### src/design/rav1dp_pkg.sv
// Shared types and constants for the RTP AV1 payload depacketizer.
// No dependencies; the front end, back end and top level import this package.
package rav1dp_pkg;

  // Parser phase: header wait, LEB128 length field, counted element data,
  // element that runs to the end of the packet.
  typedef enum logic [1:0] {
    PH_HDR  = 2'd0,
    PH_LEN  = 2'd1,
    PH_DATA = 2'd2,
    PH_TAIL = 2'd3
  } phase_t;

  // Front-to-back queue
  localparam int QDEPTH = 2;
  localparam int QPTR_W = 1;
  localparam int QCNT_W = 2;

  // Configuration space
  localparam int CFG_ADDR_W = 3;
  localparam int CFG_DATA_W = 32;
  localparam logic REG_IDX_DROP_MASK = 1'b0;
  localparam logic [15:0] DROP_MASK_RST = 16'h7F05;

  // Parser widths and limits
  localparam int LBC_W = 4;
  localparam logic [LBC_W-1:0] LBC_MAX = 4'hF;
  localparam logic [1:0] IDX_MAX = 2'd3;
  localparam logic [LBC_W-1:0] LBC_SAT_SHIFT = 4'd5;

  // Classified input byte as it travels through the queue
  typedef struct packed {
    logic [7:0] data;
    logic       first;
    logic       last;
    logic       drop_hit;
  } item_t;

endpackage

### src/design/rav1dp_ifs.sv
// Valid/ready channel interfaces for the depacketizer input and result streams.
// No dependencies.
interface rav1dp_in_if;
  logic       valid;
  logic       ready;
  logic [7:0] payload_byte;
  logic       packet_first;
  logic       packet_last;

  modport source (output valid, payload_byte, packet_first, packet_last, input ready);
  modport sink   (input valid, payload_byte, packet_first, packet_last, output ready);
endinterface

interface rav1dp_out_if;
  logic       valid;
  logic       ready;
  logic [7:0] out_byte;
  logic       byte_valid;
  logic       obu_end;
  logic       discard_partial;
  logic       length_error;

  modport source (output valid, out_byte, byte_valid, obu_end, discard_partial, length_error,
                  input ready);
  modport sink   (input valid, out_byte, byte_valid, obu_end, discard_partial, length_error,
                  output ready);
endinterface

### src/design/rav1dp_front.sv
// Front end: accept input bytes, tag OBU-type drop hits, queue them for the parser.
// Depends on rav1dp_pkg and rav1dp_in_if.
module rav1dp_front (
  input  logic                clk,
  input  logic                rst_n,
  input  logic [15:0]         drop_type_mask,
  rav1dp_in_if.sink           in_ch,
  input  logic                pop,
  output logic                q_valid,
  output rav1dp_pkg::item_t   q_item
);
  import rav1dp_pkg::*;

  item_t             q_r [QDEPTH];
  logic [QPTR_W-1:0] wr_ptr_r, wr_ptr_nxt;
  logic [QPTR_W-1:0] rd_ptr_r, rd_ptr_nxt;
  logic [QCNT_W-1:0] cnt_r, cnt_nxt;
  logic              push;
  logic              do_pop;
  item_t             cls;

  // Classify: look up the drop bit for the OBU type field of this byte
  always_comb begin
    cls.data     = in_ch.payload_byte;
    cls.first    = in_ch.packet_first;
    cls.last     = in_ch.packet_last;
    cls.drop_hit = drop_type_mask[in_ch.payload_byte[6:3]];
  end

  assign in_ch.ready = (cnt_r != QCNT_W'(QDEPTH));
  assign push        = in_ch.valid & in_ch.ready;
  assign q_valid     = (cnt_r != '0);
  assign do_pop      = pop & q_valid;
  assign q_item      = q_r[rd_ptr_r];

  always_comb begin
    wr_ptr_nxt = wr_ptr_r;
    rd_ptr_nxt = rd_ptr_r;
    cnt_nxt    = cnt_r;
    if (push) begin
      wr_ptr_nxt = (wr_ptr_r == QPTR_W'(QDEPTH - 1)) ? '0 : wr_ptr_r + 1'b1;
    end
    if (do_pop) begin
      rd_ptr_nxt = (rd_ptr_r == QPTR_W'(QDEPTH - 1)) ? '0 : rd_ptr_r + 1'b1;
    end
    case ({push, do_pop})
      2'b10:   cnt_nxt = cnt_r + 1'b1;
      2'b01:   cnt_nxt = cnt_r - 1'b1;
      default: cnt_nxt = cnt_r;
    endcase
  end

  always_ff @(posedge clk) begin
    if (!rst_n) begin
      wr_ptr_r <= '0;
      rd_ptr_r <= '0;
      cnt_r    <= '0;
    end else begin
      wr_ptr_r <= wr_ptr_nxt;
      rd_ptr_r <= rd_ptr_nxt;
      cnt_r    <= cnt_nxt;
    end
  end

  always_ff @(posedge clk) begin
    if (push) begin
      q_r[wr_ptr_r] <= cls;
    end
  end

endmodule

### src/design/rav1dp_back.sv
// Back end: aggregation-header / LEB128 / element parser with a registered result stage.
// Depends on rav1dp_pkg and rav1dp_out_if.
module rav1dp_back #(
  parameter int LEB_MAX_BYTES = 8
) (
  input  logic                clk,
  input  logic                rst_n,
  input  logic                q_valid,
  input  rav1dp_pkg::item_t   q_item,
  output logic                pop,
  rav1dp_out_if.source        out_ch
);
  import rav1dp_pkg::*;

  // Parser state
  phase_t           phase_r, phase_nxt;
  logic             z_r, z_nxt;
  logic             y_r, y_nxt;
  logic [1:0]       w_r, w_nxt;
  logic [1:0]       idx_r, idx_nxt;
  logic [31:0]      acc_r, acc_nxt;
  logic [LBC_W-1:0] lbc_r, lbc_nxt;
  logic [31:0]      rem_r, rem_nxt;
  logic             frag_r, frag_nxt;
  logic             drop_r, drop_nxt;
  logic             skip_r, skip_nxt;
  logic             started_r, started_nxt;

  // Result register
  logic             out_valid_r, out_valid_nxt;
  logic [7:0]       out_byte_r, out_byte_nxt;
  logic             out_bv_r, out_bv_nxt;
  logic             out_oe_r, out_oe_nxt;
  logic             out_dp_r, out_dp_nxt;
  logic             out_le_r, out_le_nxt;

  // Byte classification in the current state
  logic [7:0]       b;
  logic             do_hdr, do_len, do_data;
  logic [LBC_W-1:0] lbc_inc;
  logic [4:0]       shamt;
  logic [39:0]      sum;
  logic [31:0]      acc_upd;
  logic             len_done, len_trunc, len_zero, len_go;
  logic             begin_el, cont_el, new_obu;
  logic             skip_eff, drop_eff, stale_dp, frag_b, started_b;
  logic [31:0]      rem_dec;
  logic             elem_last, data_trunc, emit;
  logic [1:0]       idx_inc;
  logic             hdr_trunc;

  function automatic phase_t enter_ph(input logic last, input logic [1:0] w,
                                      input logic [1:0] idx);
    if (last) begin
      return PH_HDR;
    end else if (w != 2'd0 && idx == w - 2'd1) begin
      return PH_TAIL;
    end
    return PH_LEN;
  endfunction

  assign pop = q_valid & (~out_valid_r | out_ch.ready);

  always_comb begin
    b        = q_item.data;
    do_hdr   = q_item.first;
    do_len   = ~q_item.first & (phase_r == PH_LEN);
    do_data  = ~q_item.first & (phase_r == PH_DATA || phase_r == PH_TAIL);
    hdr_trunc = (phase_r != PH_HDR);
    idx_inc  = (idx_r < IDX_MAX) ? idx_r + 2'd1 : idx_r;

    // LEB128 accumulate, saturating at 2^32-1
    lbc_inc = (lbc_r < LBC_MAX) ? lbc_r + 1'b1 : lbc_r;
    case (lbc_r)
      4'd0:    shamt = 5'd0;
      4'd1:    shamt = 5'd7;
      4'd2:    shamt = 5'd14;
      4'd3:    shamt = 5'd21;
      4'd4:    shamt = 5'd28;
      default: shamt = 5'd0;
    endcase
    sum = {8'h00, acc_r} + (40'(b[6:0]) << shamt);
    if (b[6:0] == 7'd0) begin
      acc_upd = acc_r;
    end else if (lbc_r >= LBC_SAT_SHIFT) begin
      acc_upd = '1;
    end else if (sum[39:32] != 8'h00) begin
      acc_upd = '1;
    end else begin
      acc_upd = sum[31:0];
    end
    len_done  = ~b[7] | (lbc_inc >= LBC_W'(LEB_MAX_BYTES));
    len_trunc = q_item.last & (~len_done | (acc_upd != '0));
    len_zero  = len_done & (acc_upd == '0);
    len_go    = len_done & (acc_upd != '0) & ~q_item.last;

    // Element data
    begin_el   = (lbc_r == '0);
    cont_el    = z_r & (idx_r == 2'd0);
    new_obu    = begin_el & ~cont_el;
    skip_eff   = begin_el ? (cont_el & ~frag_r) : skip_r;
    drop_eff   = new_obu ? q_item.drop_hit : drop_r;
    stale_dp   = new_obu & frag_r & started_r;
    frag_b     = frag_r & ~new_obu;
    started_b  = started_r & ~(new_obu & frag_r);
    rem_dec    = (rem_r != '0) ? rem_r - 32'd1 : rem_r;
    elem_last  = (phase_r == PH_DATA) ? (rem_dec == '0) : q_item.last;
    data_trunc = q_item.last & ~elem_last;
    emit       = ~data_trunc & ~skip_eff & ~drop_eff;
  end

  // Next phase
  always_comb begin
    phase_nxt = phase_r;
    if (pop) begin
      if (do_hdr) begin
        phase_nxt = enter_ph(q_item.last, b[5:4], 2'd0);
      end else if (do_len) begin
        if (len_trunc) begin
          phase_nxt = PH_HDR;
        end else if (len_zero) begin
          phase_nxt = enter_ph(q_item.last, w_r, idx_inc);
        end else if (len_go) begin
          phase_nxt = PH_DATA;
        end
      end else if (do_data) begin
        if (data_trunc) begin
          phase_nxt = PH_HDR;
        end else if (elem_last) begin
          phase_nxt = enter_ph(q_item.last, w_r, idx_inc);
        end
      end
    end
  end

  // Datapath state and result
  always_comb begin
    z_nxt         = z_r;
    y_nxt         = y_r;
    w_nxt         = w_r;
    idx_nxt       = idx_r;
    acc_nxt       = acc_r;
    lbc_nxt       = lbc_r;
    rem_nxt       = rem_r;
    frag_nxt      = frag_r;
    drop_nxt      = drop_r;
    skip_nxt      = skip_r;
    started_nxt   = started_r;
    out_valid_nxt = out_valid_r & ~out_ch.ready;
    out_byte_nxt  = out_byte_r;
    out_bv_nxt    = out_bv_r;
    out_oe_nxt    = out_oe_r;
    out_dp_nxt    = out_dp_r;
    out_le_nxt    = out_le_r;

    if (pop) begin
      out_bv_nxt = 1'b0;
      out_oe_nxt = 1'b0;
      out_dp_nxt = 1'b0;
      out_le_nxt = 1'b0;

      if (do_hdr) begin
        // A header inside a packet truncates what was in progress
        out_le_nxt  = hdr_trunc;
        out_dp_nxt  = hdr_trunc & started_r;
        started_nxt = hdr_trunc ? 1'b0 : started_r;
        frag_nxt    = hdr_trunc ? 1'b0 : frag_r;
        drop_nxt    = hdr_trunc ? 1'b0 : drop_r;
        z_nxt       = b[7];
        y_nxt       = b[6];
        w_nxt       = b[5:4];
        idx_nxt     = 2'd0;
        skip_nxt    = 1'b0;
        // No continuation: drop a stale fragment
        if (~b[7] & frag_nxt) begin
          out_dp_nxt  = out_dp_nxt | started_nxt;
          frag_nxt    = 1'b0;
          started_nxt = 1'b0;
          drop_nxt    = 1'b0;
        end
        lbc_nxt = '0;
        acc_nxt = '0;
        rem_nxt = '0;
      end else if (do_len) begin
        acc_nxt = acc_upd;
        lbc_nxt = lbc_inc;
        if (len_trunc) begin
          out_le_nxt  = 1'b1;
          out_dp_nxt  = started_r;
          started_nxt = 1'b0;
          frag_nxt    = 1'b0;
          drop_nxt    = 1'b0;
          skip_nxt    = 1'b0;
        end else if (len_zero) begin
          // Zero-length element: count it and move on
          idx_nxt = idx_inc;
          lbc_nxt = '0;
          acc_nxt = '0;
          rem_nxt = '0;
        end else if (len_go) begin
          rem_nxt = acc_upd;
          lbc_nxt = '0;
        end
      end else if (do_data) begin
        out_dp_nxt  = stale_dp;
        frag_nxt    = frag_b;
        started_nxt = started_b;
        skip_nxt    = skip_eff;
        drop_nxt    = drop_eff;
        lbc_nxt     = LBC_W'(1);
        if (phase_r == PH_DATA) begin
          rem_nxt = rem_dec;
        end
        if (data_trunc) begin
          out_le_nxt  = 1'b1;
          out_dp_nxt  = stale_dp | started_b;
          started_nxt = 1'b0;
          frag_nxt    = 1'b0;
          drop_nxt    = 1'b0;
          skip_nxt    = 1'b0;
        end else begin
          out_bv_nxt  = emit;
          started_nxt = started_b | emit;
          if (elem_last) begin
            if (~skip_eff) begin
              if (y_r & q_item.last) begin
                frag_nxt = 1'b1;
              end else begin
                out_oe_nxt  = emit;
                frag_nxt    = 1'b0;
                started_nxt = 1'b0;
                drop_nxt    = 1'b0;
              end
            end
            skip_nxt = 1'b0;
            idx_nxt  = idx_inc;
            lbc_nxt  = '0;
            acc_nxt  = '0;
            rem_nxt  = '0;
          end
        end
      end

      out_byte_nxt  = out_bv_nxt ? b : 8'h00;
      out_valid_nxt = out_bv_nxt | out_oe_nxt | out_dp_nxt | out_le_nxt;
    end
  end

  always_ff @(posedge clk) begin
    if (!rst_n) begin
      phase_r     <= PH_HDR;
      z_r         <= 1'b0;
      y_r         <= 1'b0;
      w_r         <= 2'd0;
      idx_r       <= 2'd0;
      acc_r       <= '0;
      lbc_r       <= '0;
      rem_r       <= '0;
      frag_r      <= 1'b0;
      drop_r      <= 1'b0;
      skip_r      <= 1'b0;
      started_r   <= 1'b0;
      out_valid_r <= 1'b0;
    end else begin
      phase_r     <= phase_nxt;
      z_r         <= z_nxt;
      y_r         <= y_nxt;
      w_r         <= w_nxt;
      idx_r       <= idx_nxt;
      acc_r       <= acc_nxt;
      lbc_r       <= lbc_nxt;
      rem_r       <= rem_nxt;
      frag_r      <= frag_nxt;
      drop_r      <= drop_nxt;
      skip_r      <= skip_nxt;
      started_r   <= started_nxt;
      out_valid_r <= out_valid_nxt;
    end
  end

  always_ff @(posedge clk) begin
    out_byte_r <= out_byte_nxt;
    out_bv_r   <= out_bv_nxt;
    out_oe_r   <= out_oe_nxt;
    out_dp_r   <= out_dp_nxt;
    out_le_r   <= out_le_nxt;
  end

  assign out_ch.valid           = out_valid_r;
  assign out_ch.out_byte        = out_byte_r;
  assign out_ch.byte_valid      = out_bv_r;
  assign out_ch.obu_end         = out_oe_r;
  assign out_ch.discard_partial = out_dp_r;
  assign out_ch.length_error    = out_le_r;

`ifndef NO_ASSERTIONS
  a_last_ends_packet: assert property (@(posedge clk) disable iff (!rst_n)
    pop && q_item.last |=> phase_r == PH_HDR)
    else $error("packet end did not return parser to header wait");

  a_len_bound: assert property (@(posedge clk) disable iff (!rst_n)
    phase_r == PH_LEN |-> lbc_r < LBC_W'(LEB_MAX_BYTES))
    else $error("length field ran past its byte limit");

  a_data_remaining: assert property (@(posedge clk) disable iff (!rst_n)
    phase_r == PH_DATA |-> rem_r != '0)
    else $error("counted element phase with nothing remaining");

  a_end_has_byte: assert property (@(posedge clk) disable iff (!rst_n)
    out_valid_r && out_oe_r |-> out_bv_r)
    else $error("OBU end flagged without a data byte");
`endif

endmodule

### src/design/rtp_av1_payload_depacketizer_core.sv
// Top level of the RTP AV1 payload depacketizer: APB register, front end, back end.
// Depends on rav1dp_pkg, rav1dp_ifs, rav1dp_front and rav1dp_back.

// Streams RTP AV1 payload bytes in (packet_first on the aggregation header,
// packet_last on the final byte) and OBU bytes out, one item per cycle
// sustained while the result side keeps up. Each accepted item lands in a
// two-entry queue; the parser takes one item per cycle from the queue and
// registers its result, so a result is presented once its item has passed
// the queue and the result register, and items that cause no result vanish.
// The rate is set by the parser's combinational update, whose longest path
// is the 32-bit LEB128 accumulate-and-saturate. Either side may stall
// independently: the queue absorbs input while the result register waits.
// Only drop_type_mask is writable (byte address 0); write it while the block is idle.
module rtp_av1_payload_depacketizer_core #(
  parameter int LEB_MAX_BYTES = 8
) (
  input  logic                                clk,
  input  logic                                rst_n,
  rav1dp_in_if.sink                           in_ch,
  rav1dp_out_if.source                        out_ch,
  input  logic                                psel,
  input  logic                                penable,
  input  logic                                pwrite,
  input  logic [rav1dp_pkg::CFG_ADDR_W-1:0]   paddr,
  input  logic [rav1dp_pkg::CFG_DATA_W-1:0]   pwdata,
  output logic [rav1dp_pkg::CFG_DATA_W-1:0]   prdata,
  output logic                                pready
);
  import rav1dp_pkg::*;

  logic [15:0] drop_mask_r, drop_mask_nxt;
  logic        reg_hit;
  logic        q_valid;
  logic        pop;
  item_t       q_item;

  // Register decode: index is the word address
  assign pready  = 1'b1;
  assign reg_hit = (paddr[CFG_ADDR_W-1:2] == REG_IDX_DROP_MASK);

  always_comb begin
    drop_mask_nxt = drop_mask_r;
    if (psel && penable && pwrite && pready && reg_hit) begin
      drop_mask_nxt = pwdata[15:0];
    end
  end

  always_comb begin
    prdata = '0;
    if (reg_hit) begin
      prdata = {{(CFG_DATA_W - 16){1'b0}}, drop_mask_r};
    end
  end

  always_ff @(posedge clk) begin
    if (!rst_n) begin
      drop_mask_r <= DROP_MASK_RST;
    end else begin
      drop_mask_r <= drop_mask_nxt;
    end
  end

  // Accept and classify bytes, queue them
  rav1dp_front u_front (
    .clk            (clk),
    .rst_n          (rst_n),
    .drop_type_mask (drop_mask_r),
    .in_ch          (in_ch),
    .pop            (pop),
    .q_valid        (q_valid),
    .q_item         (q_item)
  );

  // Parse headers, lengths and elements; hold the result for the sink
  rav1dp_back #(
    .LEB_MAX_BYTES (LEB_MAX_BYTES)
  ) u_back (
    .clk     (clk),
    .rst_n   (rst_n),
    .q_valid (q_valid),
    .q_item  (q_item),
    .pop     (pop),
    .out_ch  (out_ch)
  );

endmodule

### src/flat_wrapper.sv
// flat-port wrapper written by rule: the top's interface ports become plain ports
module rtp_av1_payload_depacketizer_core_flat import rav1dp_pkg::*;
#(
  parameter int LEB_MAX_BYTES = 8
)
  (clk, rst_n, psel, penable, pwrite, paddr, pwdata, prdata, pready, in_ch_valid, in_ch_payload_byte, in_ch_packet_first, in_ch_packet_last, in_ch_ready, out_ch_valid, out_ch_out_byte, out_ch_byte_valid, out_ch_obu_end, out_ch_discard_partial, out_ch_length_error, out_ch_ready);
  rav1dp_in_if in_ch_i ();
  rav1dp_out_if out_ch_i ();
  input  logic clk;
  input  logic rst_n;
  input  logic psel;
  input  logic penable;
  input  logic pwrite;
  input  logic [rav1dp_pkg::CFG_ADDR_W-1:0] paddr;
  input  logic [rav1dp_pkg::CFG_DATA_W-1:0] pwdata;
  output logic [rav1dp_pkg::CFG_DATA_W-1:0] prdata;
  output logic pready;
  input wire logic [$bits(in_ch_i.valid)-1:0] in_ch_valid;
  input wire logic [$bits(in_ch_i.payload_byte)-1:0] in_ch_payload_byte;
  input wire logic [$bits(in_ch_i.packet_first)-1:0] in_ch_packet_first;
  input wire logic [$bits(in_ch_i.packet_last)-1:0] in_ch_packet_last;
  output wire logic [$bits(in_ch_i.ready)-1:0] in_ch_ready;
  output wire logic [$bits(out_ch_i.valid)-1:0] out_ch_valid;
  output wire logic [$bits(out_ch_i.out_byte)-1:0] out_ch_out_byte;
  output wire logic [$bits(out_ch_i.byte_valid)-1:0] out_ch_byte_valid;
  output wire logic [$bits(out_ch_i.obu_end)-1:0] out_ch_obu_end;
  output wire logic [$bits(out_ch_i.discard_partial)-1:0] out_ch_discard_partial;
  output wire logic [$bits(out_ch_i.length_error)-1:0] out_ch_length_error;
  input wire logic [$bits(out_ch_i.ready)-1:0] out_ch_ready;
  assign in_ch_i.valid = in_ch_valid;
  assign in_ch_i.payload_byte = in_ch_payload_byte;
  assign in_ch_i.packet_first = in_ch_packet_first;
  assign in_ch_i.packet_last = in_ch_packet_last;
  assign in_ch_ready = in_ch_i.ready;
  assign out_ch_valid = out_ch_i.valid;
  assign out_ch_out_byte = out_ch_i.out_byte;
  assign out_ch_byte_valid = out_ch_i.byte_valid;
  assign out_ch_obu_end = out_ch_i.obu_end;
  assign out_ch_discard_partial = out_ch_i.discard_partial;
  assign out_ch_length_error = out_ch_i.length_error;
  assign out_ch_i.ready = out_ch_ready;
  rtp_av1_payload_depacketizer_core #(.LEB_MAX_BYTES(LEB_MAX_BYTES)) u_core (.clk(clk), .rst_n(rst_n), .in_ch(in_ch_i), .out_ch(out_ch_i), .psel(psel), .penable(penable), .pwrite(pwrite), .paddr(paddr), .pwdata(pwdata), .prdata(prdata), .pready(pready));
endmodule
### config.mk
export PLATFORM = sky130hd
export DESIGN_NAME = rtp_av1_payload_depacketizer_core_flat
export DESIGN_NICKNAME = d
export VERILOG_FILES = /design/src/design/rav1dp_pkg.sv /design/src/design/rav1dp_ifs.sv /design/src/design/rav1dp_front.sv /design/src/design/rav1dp_back.sv /design/src/design/rtp_av1_payload_depacketizer_core.sv /design/src/flat_wrapper.sv
export SDC_FILE = /design/constraint.sdc
export NUM_CORES = 1
export LEC_CHECK = 0
export ABC_AREA = 1
export CAP_MARGIN = 30
export CORE_ASPECT_RATIO = 0.5
export CORE_MARGIN = 2
export CORE_UTILIZATION = 55
export DETAILED_ROUTE_END_ITERATION = 8
export DONT_BUFFER_PORTS = 1
export PLACE_DENSITY = 0.8
export RECOVER_POWER = 100
export SKIP_LAST_GASP = 1
export SYNTH_ARGS = -nofsm -noshare
export SYNTH_HDL_FRONTEND = slang
export SYNTH_SLANG_ARGS = --single-unit
### constraint.sdc
create_clock -name clk -period 13.95 [get_ports clk]
set_input_delay 2.0925 -clock clk [delete_from_list [all_inputs] [get_ports clk]]
set_output_delay 2.0925 -clock clk [all_outputs]
set_load 0.05 [all_outputs]
# Word level (Yosys, flattened, before mapping)
# Memories as Yosys holds them, arrays and structs flattened. A register that Yosys moved wholly into a read port is not among the register bits.
# Cells that the tools add are included.
# op_classes
addsub	10
n_lt_le_gt_ge	5
eq_ne	18
n_shift	1
n_mux	143
bitwise_logic	47
reduce_logical	31
# op_table
op	count
$mux 32	20
$mux 1	89
$logic_not 32->1	2
$reduce_bool 32->1	2
$mux 2	23
$add 32x40->40	1
$shl 7x5->40	1
$sub 32x1->32 const B	1
$mux 4	7
$and 1x1->1	23
$pmux 5 s4	1
$mux 16	1
$reduce_and 4->1	4
$not 1->1	15
$reduce_bool 2->1	5
$or 1x1->1	9
$eq 4x2->1 const B	2
$reduce_bool 8->1	1
$logic_not 7->1	1
$eq 2x2->1 const B	3
$ne 3x2->1 const B	2
$ne 3x3->1 const B	2
$reduce_and 6->1	1
$reduce_bool 3->1	2
26 further kinds	37
# totals
reg_bits	113
mem_bits_rw	22
input_bits	52
out_inout_bits	47
elab_cells	278
memories	1
# memory_table
memory	words	width	read_ports	rd_ports_with_merged_regs	wr	line	source
u_core.u_front.q_r	2	11	1	1	1	rav1dp_front.sv:14	item_t q_r [QDEPTH];

# Longest topological paths before layout
# Gate-level depths: netlist (run 1).
# depth
depth_word	21
ltp_mapped	43
mapped_depth_nobuf	42

# By module
# Synthesis (run 1) repeated with hierarchy kept, for this count alone.
# hier_totals
hier_cells	1794
area_unflattened_um2	11323.4
# by_module_without_submodules
mod	instances	cells_per_inst	area_each_um2	seq_area_each_um2
rav1dp_back	1	1540	9160.0	1981.9
rav1dp_front	1	112	1229.9	760.7
rtp_av1_payload_depacketizer_core	1	142	933.4	320.3

# Worst setup path before layout (run 1)
# Ideal clock, no wire load.
# synth_timing
kind	input to output
from	in paddr[2] in the netlist's numbering
to	out prdata[10] in the netlist's numbering
t_arrival_ps	3134
required_time_ps	11858
slack_ps	8723
path_stages	3
n_path_buf	2
cell_sequence	clkbuf_1 clkbuf_1 nor2_1
# synth_between
elab_chain_len	1
# synth_lines
item	line	source
start: declaration	flat_wrapper.sv:14	input logic [rav1dp_pkg::CFG_ADDR_W-1:0] paddr;
$mux 16	rtp_av1_payload_depacketizer_core.sv:50	if (reg_hit) begin
end: declaration	flat_wrapper.sv:16	output logic [rav1dp_pkg::CFG_DATA_W-1:0] prdata;
# Every way passes these cells.

# Worst setup path after layout (run 1)
# layout_timing
from	reg u_core.u_back.lbc_r[1]
to	reg u_core.u_back.rem_r[18]
# layout_between
elab_chain_len	14
# layout_lines
item	line	source
start: declaration	rav1dp_back.sv:22	logic [LBC_W-1:0] lbc_r, lbc_nxt;
start signal: assignment	rav1dp_back.sv:271	lbc_r <= lbc_nxt;
$eq 4x3->1 (tied with other cells)	rav1dp_back.sv:74	case (lbc_r)
$pmux 5 s4	rav1dp_back.sv:74	
$shl 7x5->40	rav1dp_back.sv:82	sum = {8'h00, acc_r} + (40'(b[6:0]) << shamt);
$add 32x40->40	rav1dp_back.sv:82	
$reduce_bool 8->1	rav1dp_back.sv:87	end else if (sum[39:32] != 8'h00) begin
$mux 32	rav1dp_back.sv:87	
$mux 32	rav1dp_back.sv:85	end else if (lbc_r >= LBC_SAT_SHIFT) begin
$mux 32	rav1dp_back.sv:83	if (b[6:0] == 7'd0) begin
$logic_not 32->1	rav1dp_back.sv:94	len_zero = len_done & (acc_upd == '0);
$and 1x1->1	rav1dp_back.sv:94	
$mux 32	rav1dp_back.sv:194	end else if (len_zero) begin
$mux 32	rav1dp_back.sv:187	if (len_trunc) begin
$mux 32	rav1dp_back.sv:184	end else if (do_len) begin
$mux 32	rav1dp_back.sv:162	if (do_hdr) begin
end signal: assignment	rav1dp_back.sv:272	rem_r <= rem_nxt;
end: declaration	rav1dp_back.sv:23	logic [31:0] rem_r, rem_nxt;
# Several ways; a longest one is shown, not always the timed one. The select of a mux whose other input is x is not followed.
# A chain may end at the register's enable or synchronous reset.

==> impl_results.md, run 1 <==
- Synth top area cells: dfxtp_1 19%, nand2_1 14%, nor2_1 9.9%
- Global-route wire length before repair: 49.8 mm
- CTS tree: yes
- RSZ-0062 raised after global routing: no
- Max-cap viol count: 2
- Max rail drop VDD: 140 uV
- Nets@finish: 1785
- Via count: around 11000
- Leak: 5.34 nW
- Post-Route WL: about 30 mm
- Wire per inst: 15.7 um
- Pwr dens: roughly 200 nW/um2
- Synthesized area: 10800 um2
- Violated checks: capacitance limit, slew limit
- Clock power frac: 0.203
- Core box area: 19300 um2
- CTS root buffer: clkbuf_16
- Die Span Y: 103 um
- GPL Wtd Cong: 0.959
- Run status: finished, violations left
- Vias per cell: 5.53
- Fraction of layout cells with a size suffix above 1: 0.0615
- Die W: 202 um
- Setup CP Type: register to register
- Post-cts hold buffer count: 0
- Final hold vios: 0
- Largest area contributor in the netlist: dfxtp_1
- Cells after synthesis: 1725
- Vias in the first global route: 9534
- Seq pwr share: 0.272
- CP most frequent cell: nand2_1
- Htree depth: 4
- Antenna-violating nets left: 0
- Relative slew margins: -1.31
- CP max stage delay: between 1 and 1.5 ns
- Register area share after synthesis: 0.284
- Critical Path AT: ~9.7 ns
- Starting Density: 0.558
- Gr ovfl total: 0
- WP data required: 14.13 ns
- Port bufs: 0
- Die Area: about 21000 um2
- Initial DRC Count: 1288
- Largest net degree at the start of global routing: 69
- Comb power frac: 0.525
- Met2 usage: 0.451
- Gr usage total: 0.305
- Clock buffer depth: 2
- Max Clk Rate: ~0.11 GHz
- Top Ports: 99
- Crit path max fanout: 55
- # fillers: about 1900
- Register area: 3060 um2
- HP Class: register to register
- Sw Ratio: 0.502
- Grt peak-use layer: met2
- Rows: 36
- TritonCTS Buffers: 17
- Power, Total: 0.00229 W
- Yosys reg bits: 136
- Met3 Usage GRT: 0.0740
- Critical path endpoint category: register
- Slowest CP cell: clkinvlp_2
- Clk_lat worst skew: 0.44 ns
- Fin Setup TNS: 0 ns
- Multi-input logic area: 6610 um2
- GRT met1 Usage: 0.444
- Slew @ Worst Pin: 3.47 ns
- DRT Pass-1 Iters: 6
- Min Hold Slack: 0.467 ns
- Int Pwr: about 0.0011 W
- Initial antenna violation count: 1
- Most frequent cell after synthesis: nand2_1
- Post-CTS Setup Bufs: 0
- Synth-to-Final Area Change: 5.79%
- YS warnings: 0
- Most frequent cells after synthesis: 399 x nand2_1, 283 x nor2_1, 179 x inv_1
- Crit path launch type: register
- DRC viols: 0
- # diodes: 0
- Synth cell types: 50
- Final Cycle Share: 0.678
- Avg Inst Size Synth: 6.25 um2
- Ys async rst share: 0
- Post_cts resized: 0
- Final setup violating endpoints: 0
- Yosys top cell area share: 0.189
- Pins Over Slew Limit: about 130
- Ys flop type: dfxtp_1
- Post-Route Skew: between 0.009 and 0.01 ns
- Clock-pin transition on the worst setup and hold timing paths: 0.06 ns
- CTS sink cnt: roughly 140
- Post-layout minimum cycle time: 9.46 ns
- Post-synth EDFFs: 34
- Net switching power: between 0.001 and 0.0015 W
- Post-DP HPWL: 23.0 mm
critical path: cells and delay by family, from the launching register on:
family	cells	cell delay, ns
compound gates	6	2.19
fa+ha+maj	2	0.51
buf+inv	2	1.16
flops	1	0.42
simple gates	25	4.89
state kept, by name, indices dropped and copies added (netlist names), named ones only:
name                                  flops
u_core.u_back.out_ch.discard_partial      1
u_core.u_front.cnt_r                      2
u_core.u_back.out_ch.valid                1
u_core.u_back.skip_r                      1
u_core.u_back.out_ch.obu_end              1
u_core.u_back.lbc_r                       4
u_core.u_back.z_r                         1
u_core.u_back.drop_r                      1
u_core.u_back.out_ch.length_error         1
u_core.u_back.frag_r                      1
u_core.u_back.out_ch.byte_valid           1
u_core.u_front.wr_ptr_r                   1
u_core.u_back.phase_r                     2
u_core.u_back.rem_r                      32
u_core.u_back.y_r                         1
u_core.u_back.idx_r                       2
u_core.u_front.rd_ptr_r                   1
u_core.drop_mask_r                       16
u_core.u_back.acc_r                      32
u_core.u_front.q_r                       22
u_core.u_back.started_r                   1
u_core.u_back.w_r                         2
u_core.u_back.out_ch.out_byte             8
final cells by class:
class	instances	share of cell area
Clock buffer	24	0.0460
Clock inverter	8	0.00724
Inverter	194	0.0640
Multi-Input combinational cell	1335	0.580
Sequential cell	136	0.269
Tap cell	266	0.0292
Timing Repair Buffer	9	0.00527
metrics by stage:
step,cells,setup slack (ns),area (um2),utilization
after detailed placement,1940,7.52,10800,0.561
after floorplan,1740,8.72,10800,-
after global placement,1940,7.62,10800,0.561
after CTS,1972,7.48,11500,0.593
after global routing,1972,3.58,11400,0.590
final,1972,4.49,11400,0.590
metal layers:
metal	routed length [um]	part of all wire	vias to the layer above
li1	-	-	5528
met1	14700	0.48	4870
met2	12500	0.40	464
met3	3230	0.10	43
met4	470	0.015	0
met5	0	0	-
power by group through the flow:
stage | registers [W] | logic (W) | clock network (W)
3_3_place_gp | 0.000625 | 0.00117 | 0
5_1_grt | 0.000632 | 0.00135 | 0.000486
3_5_place_dp | 0.000626 | 0.00118 | 0
6_report | 0.000622 | 0.00120 | 0.000466
4_1_cts | 0.000620 | 0.00119 | 0.000467
2_1_floorplan | 0.000604 | 0.000961 | 0
layout by cell type, fill, tap and decap left out, drive strengths merged, types with 3 or more instances in the layout:
cell type,count
nand2,408
nor2,290
inv,191
a21oi,158
o21ai,135
dfxtp,102
nand3,80
xor2,41
or2,39
ha,39
edfxtp,34
clkbuf,26
nand4,24
nor3,20
conb,17
o211ai,15
o21bai,11
xnor2,10
clkinv,8
buf,7
and3,6
a21o,6
a31oi,6
o22ai,5
nor4,5
a211oi,3
nor3b,3
worst paths after layout:
check,start,end,slack [ns],depth (start not counted)
worst max-delay path,u_core.u_back.lbc_r[1],u_core.u_back.rem_r[18],4.49,35
worst min-delay path,u_core.u_front.rd_ptr_r,register,0.47,1
worst max register to register,u_core.u_back.lbc_r[1],u_core.u_back.rem_r[18],4.49,35
worst min register to register,u_core.u_front.rd_ptr_r,register,0.47,1
kinds of logic (layout without fill, tap and decap cells):
group	Yosys count	count (layout)	share of synthesized area
and+or+nand+nor	878	878	0.345
AOI/OAI and AO/OA	349	349	0.177
buffers and inverters	269	235	0.104
DFF	136	136	0.284
xor gates and xnor gates	51	51	0.0414
adders and majority gates	40	40	0.0471
other	2	17	0.000697
No activity file was read; power rests on OpenSTA's default activity.
==> run 2: changes to the inputs <==
--- a/config.mk
+++ b/config.mk
@@ -5,7 +5,7 @@
 export SDC_FILE = /design/constraint.sdc
 export NUM_CORES = 1
 export LEC_CHECK = 0
-export ABC_AREA = 1
+export ABC_AREA = 0
 export CAP_MARGIN = 30
 export CORE_ASPECT_RATIO = 0.5
 export CORE_MARGIN = 2
==> constraint.sdc (replaced) <==
create_clock -name clk -period 8.95 [get_ports clk]
set_input_delay 1.3425 -clock clk [delete_from_list [all_inputs] [get_ports clk]]
set_output_delay 1.3425 -clock clk [all_outputs]
set_load 0.05 [all_outputs]
==> run 2 against run 1 <==
Against the previous run:
- register-to-register slack worse by 3.4 ns
- global-route usage is 5.6 points higher
- combinational power down 22%
- the run still ends with capacitance limit, slew limit left
- largest cell class unchanged
- clock power up 48%
- clock skew is 0.0024 ns lower
- flip-flop and latch count is the same
- fmax rose by 20%
==> impl_results.md, run 2 <==
- Run status: finished, violations left (unchanged)
- Violated checks: capacitance limit, slew limit (unchanged)
- Most frequent cell after synthesis: nor2_1 (was nand2_1)
- Rows: 36 (unchanged)
- Relative slew margins: -0.566 (was -1.31)
- Final setup violating endpoints: 0 (unchanged)
- Cells after synthesis: 1398 (was 1725)
- Initial antenna violation count: 4 (was 1)
- Top Registers: u_core.u_back.acc_r x32, u_core.u_back.rem_r x32, u_core.u_front.q_r x22 (unchanged)
- Die Span Y: 103 um (about the same)
- Fin Setup TNS: 0 ns (unchanged)
- Max Clk Rate: 0.127 GHz (was 0.106 GHz)
- Commonest non-fill, non-tap cell in the layout: nor2_1 (was nand2_1)
- Final Cycle Share: 0.882 (was 0.678)
- Clk_lat worst skew: 0.43 ns (was 0.44 ns)
- Antenna-violating nets left: 0 (unchanged)
- Synth top area cells: dfxtp_1 19%, edfxtp_1 9.5%, nor2_1 5.4% (was dfxtp_1 19%, nand2_1 14%, nor2_1 9.9%)
- Leak: 4.28 nW (was 5.34 nW)
- DRC viols: 0 (unchanged)
- Ys async rst share: 0 (unchanged)
- Starting Density: 0.555 (was 0.558)
- YS warnings: 0 (unchanged)
- Most frequent cells after synthesis: 154 x nor2_1, 145 x nand2_1, 114 x a21oi_1 (was 399 x nand2_1, 283 x nor2_1, 179 x inv_1)
- Synth-to-Final Area Change: 5.38% (was 5.79%)
- Core box area: 19300 um2 (about the same)
- Die W: 201 um (was 202 um)
- Max rail drop VDD: 277 uV (was 140 uV)
- Largest net degree at the start of global routing: 64 (was 69)
- Post-Route Skew: 0.00748 ns (was 0.00986 ns)
- Avg Inst Size Synth: 7.66 um2 (was 6.25 um2)
- WP data required: 9.33 ns (was 14.13 ns)
- Vias in the first global route: 9910 (was 9534)
- Critical path endpoint category: register (unchanged)
- Die Area: 20700 um2 (was 20800 um2)
- HP Class: register to register (unchanged)
- Wire per inst: 23.4 um (was 15.7 um)
- Yosys reg bits: 136 (unchanged)
- CTS tree: yes (unchanged)
- Crit path max fanout: 41 (was 55)
- Pins Over Slew Limit: 44 (was 125)
- Post-Route WL: 38.1 mm (was 30.9 mm)
- Clock-pin transition on the worst setup and hold timing paths: 0.06 ns (about the same)
- Register area share after synthesis: 0.286 (was 0.284)
- Htree depth: 4 (unchanged)
- RSZ-0062 raised after global routing: no (unchanged)
- Global-route wire length before repair: 57.5 mm (was 49.8 mm)
- Gr ovfl total: 0 (unchanged)
- Setup CP Type: register to register (unchanged)
- Largest area contributor in the netlist: dfxtp_1 (unchanged)
- Post_cts resized: 0 (unchanged)
- Top Ports: 99 (unchanged)
- Post-layout minimum cycle time: 7.90 ns (was 9.46 ns)
- Gr usage total: 0.361 (was 0.305)
- Vias per cell: 7.04 (was 5.53)
- Fraction of layout cells with a size suffix above 1: 0.0565 (was 0.0615)
- Power, Total: 0.00250 W (was 0.00229 W)
- CTS sink cnt: 136 (unchanged)
- Post-DP HPWL: 28.2 mm (was 23.0 mm)
- Nets@finish: 1443 (was 1785)
- Pwr dens: 221 nW/um2 (was 201 nW/um2)
- Port bufs: 0 (unchanged)
- Yosys top cell area share: 0.191 (was 0.189)
- TritonCTS Buffers: 17 (unchanged)
- Ys flop type: dfxtp_1 (unchanged)
- Post-cts hold buffer count: 0 (unchanged)
- Via count: 11500 (was 10900)
- # fillers: 1786 (was 1893)
- DRT Pass-1 Iters: 6 (unchanged)
- Critical Path AT: 8.27 ns (was 9.65 ns)
- Slew @ Worst Pin: 2.35 ns (was 3.47 ns)
- CTS root buffer: clkbuf_16 (unchanged)
- Post-CTS Setup Bufs: 0 (unchanged)
- Synthesized area: 10700 um2 (was 10800 um2)
- Synth cell types: 91 (was 50)
- Crit path launch type: register (unchanged)
- Commonest cells after routing, fill and taps aside: 154 x nor2_1, 145 x nand2_1, 113 x a21oi_1 (was 402 x nand2_1, 283 x nor2_1, 181 x inv_1)
- GPL Wtd Cong: 1.03 (was 0.959)
- Final hold vios: 0 (unchanged)
- Post-synth EDFFs: 34 (unchanged)
- Clock buffer depth: 2 (unchanged)
- Max-cap viol count: 1 (was 2)
- Initial DRC Count: 2073 (was 1288)
-- run 2: worst paths after layout --
kind	start	to	slack [ns]	cells after the start
hold / removal	u_core.drop_mask_r[5]	u_core.drop_mask_r[5]	0.48	2
setup reg to reg	register	u_core.u_back.rem_r[9]	1.05	21
hold reg to reg	u_core.drop_mask_r[5]	u_core.drop_mask_r[5]	0.48	2
setup / recovery	register	u_core.u_back.rem_r[9]	1.05	21
-- run 2: cell type report --
| cell class | instances | area [um2] | area share |
|---|---|---|---|
| multi-input combinational | 1150 | 7090 | 0.629 |
| sequential | 136 | 3060 | 0.272 |
| clock buffer | 20 | 447 | 0.0396 |
| tap | 266 | 333 | 0.0295 |
| clock inverter | 12 | 126 | 0.0112 |
| inverter | 32 | 120 | 0.0106 |
| timing repair buffer | 14 | 95.1 | 0.00843 |
| antenna | 2 | 5.00 | 0.000444 |
-- run 2: cell families after synthesis --
family	Yosys count	share of synthesized area
AND/OR/NAND/NOR	583	0.270
AO/OA/AOI/OAI	441	0.272
flip-flops	136	0.286
buffers and inverters	127	0.0553
adder cells (fa/ha/maj)	40	0.0475
XOR/XNOR	38	0.0311
multiplexers	31	0.0372
other	2	0.000702
-- run 2: routing by layer --
layer | GRT usage | wire length (um) | share of wire | up-vias
met3 | 0.103 | 5840 | 0.15 | 126
met1 | 0.504 | 15700 | 0.41 | 5300
met4 | 0.105 | 1000 | 0.026 | 0
met2 | 0.546 | 15600 | 0.41 | 913
li1 | - | - | - | 5150
met5 | 0 | 0 | 0 | -
-- run 2: critical path, cell delays in order, from the launching register on --
cell and delay [ns]:
dfxtp_1 0.90, mux2_1 0.55, or3_1 0.37, a31oi_1 0.66
nand2b_1 0.26, nor2_1 0.11, ha_1 0.44, a21oi_1 0.39
o21ai_0 0.28, a211oi_1 0.28, a21oi_1 0.14, a211oi_1 0.47
and3_1 0.32, o211ai_1 0.10, buf_4 0.29, o31a_1 0.40
and2b_1 0.29, a21boi_0 0.11, buf_4 0.22, nor2_1 0.43
clkbuf_1 0.55, a221o_1 0.25
-- run 2: per-stage QoR --
step / setup slack, ns / cell area (um2) / util / std cells / hold WS [ns]
after floorplan: 3.76 / 10800 / - / 1413 / 0.434
after global placement: 1.43 / 10700 / 0.555 / 1595 / 0.451
after detailed placement: 1.64 / 10700 / 0.556 / 1597 / 0.463
after CTS: 1.58 / 11300 / 0.586 / 1629 / 0.474
after global routing: 0.664 / 11300 / 0.585 / 1630 / 0.501
final: 1.05 / 11300 / 0.585 / 1632 / 0.479
-- run 2: power by group --
group	internal (W)	switching (W)	total (W)	leakage (nW)
Sequential	0.000719	0.000156	0.000875	1.15
Combinational	0.000288	0.000644	0.000931	2.85
Clock	0.000416	0.000276	0.000692	0.280
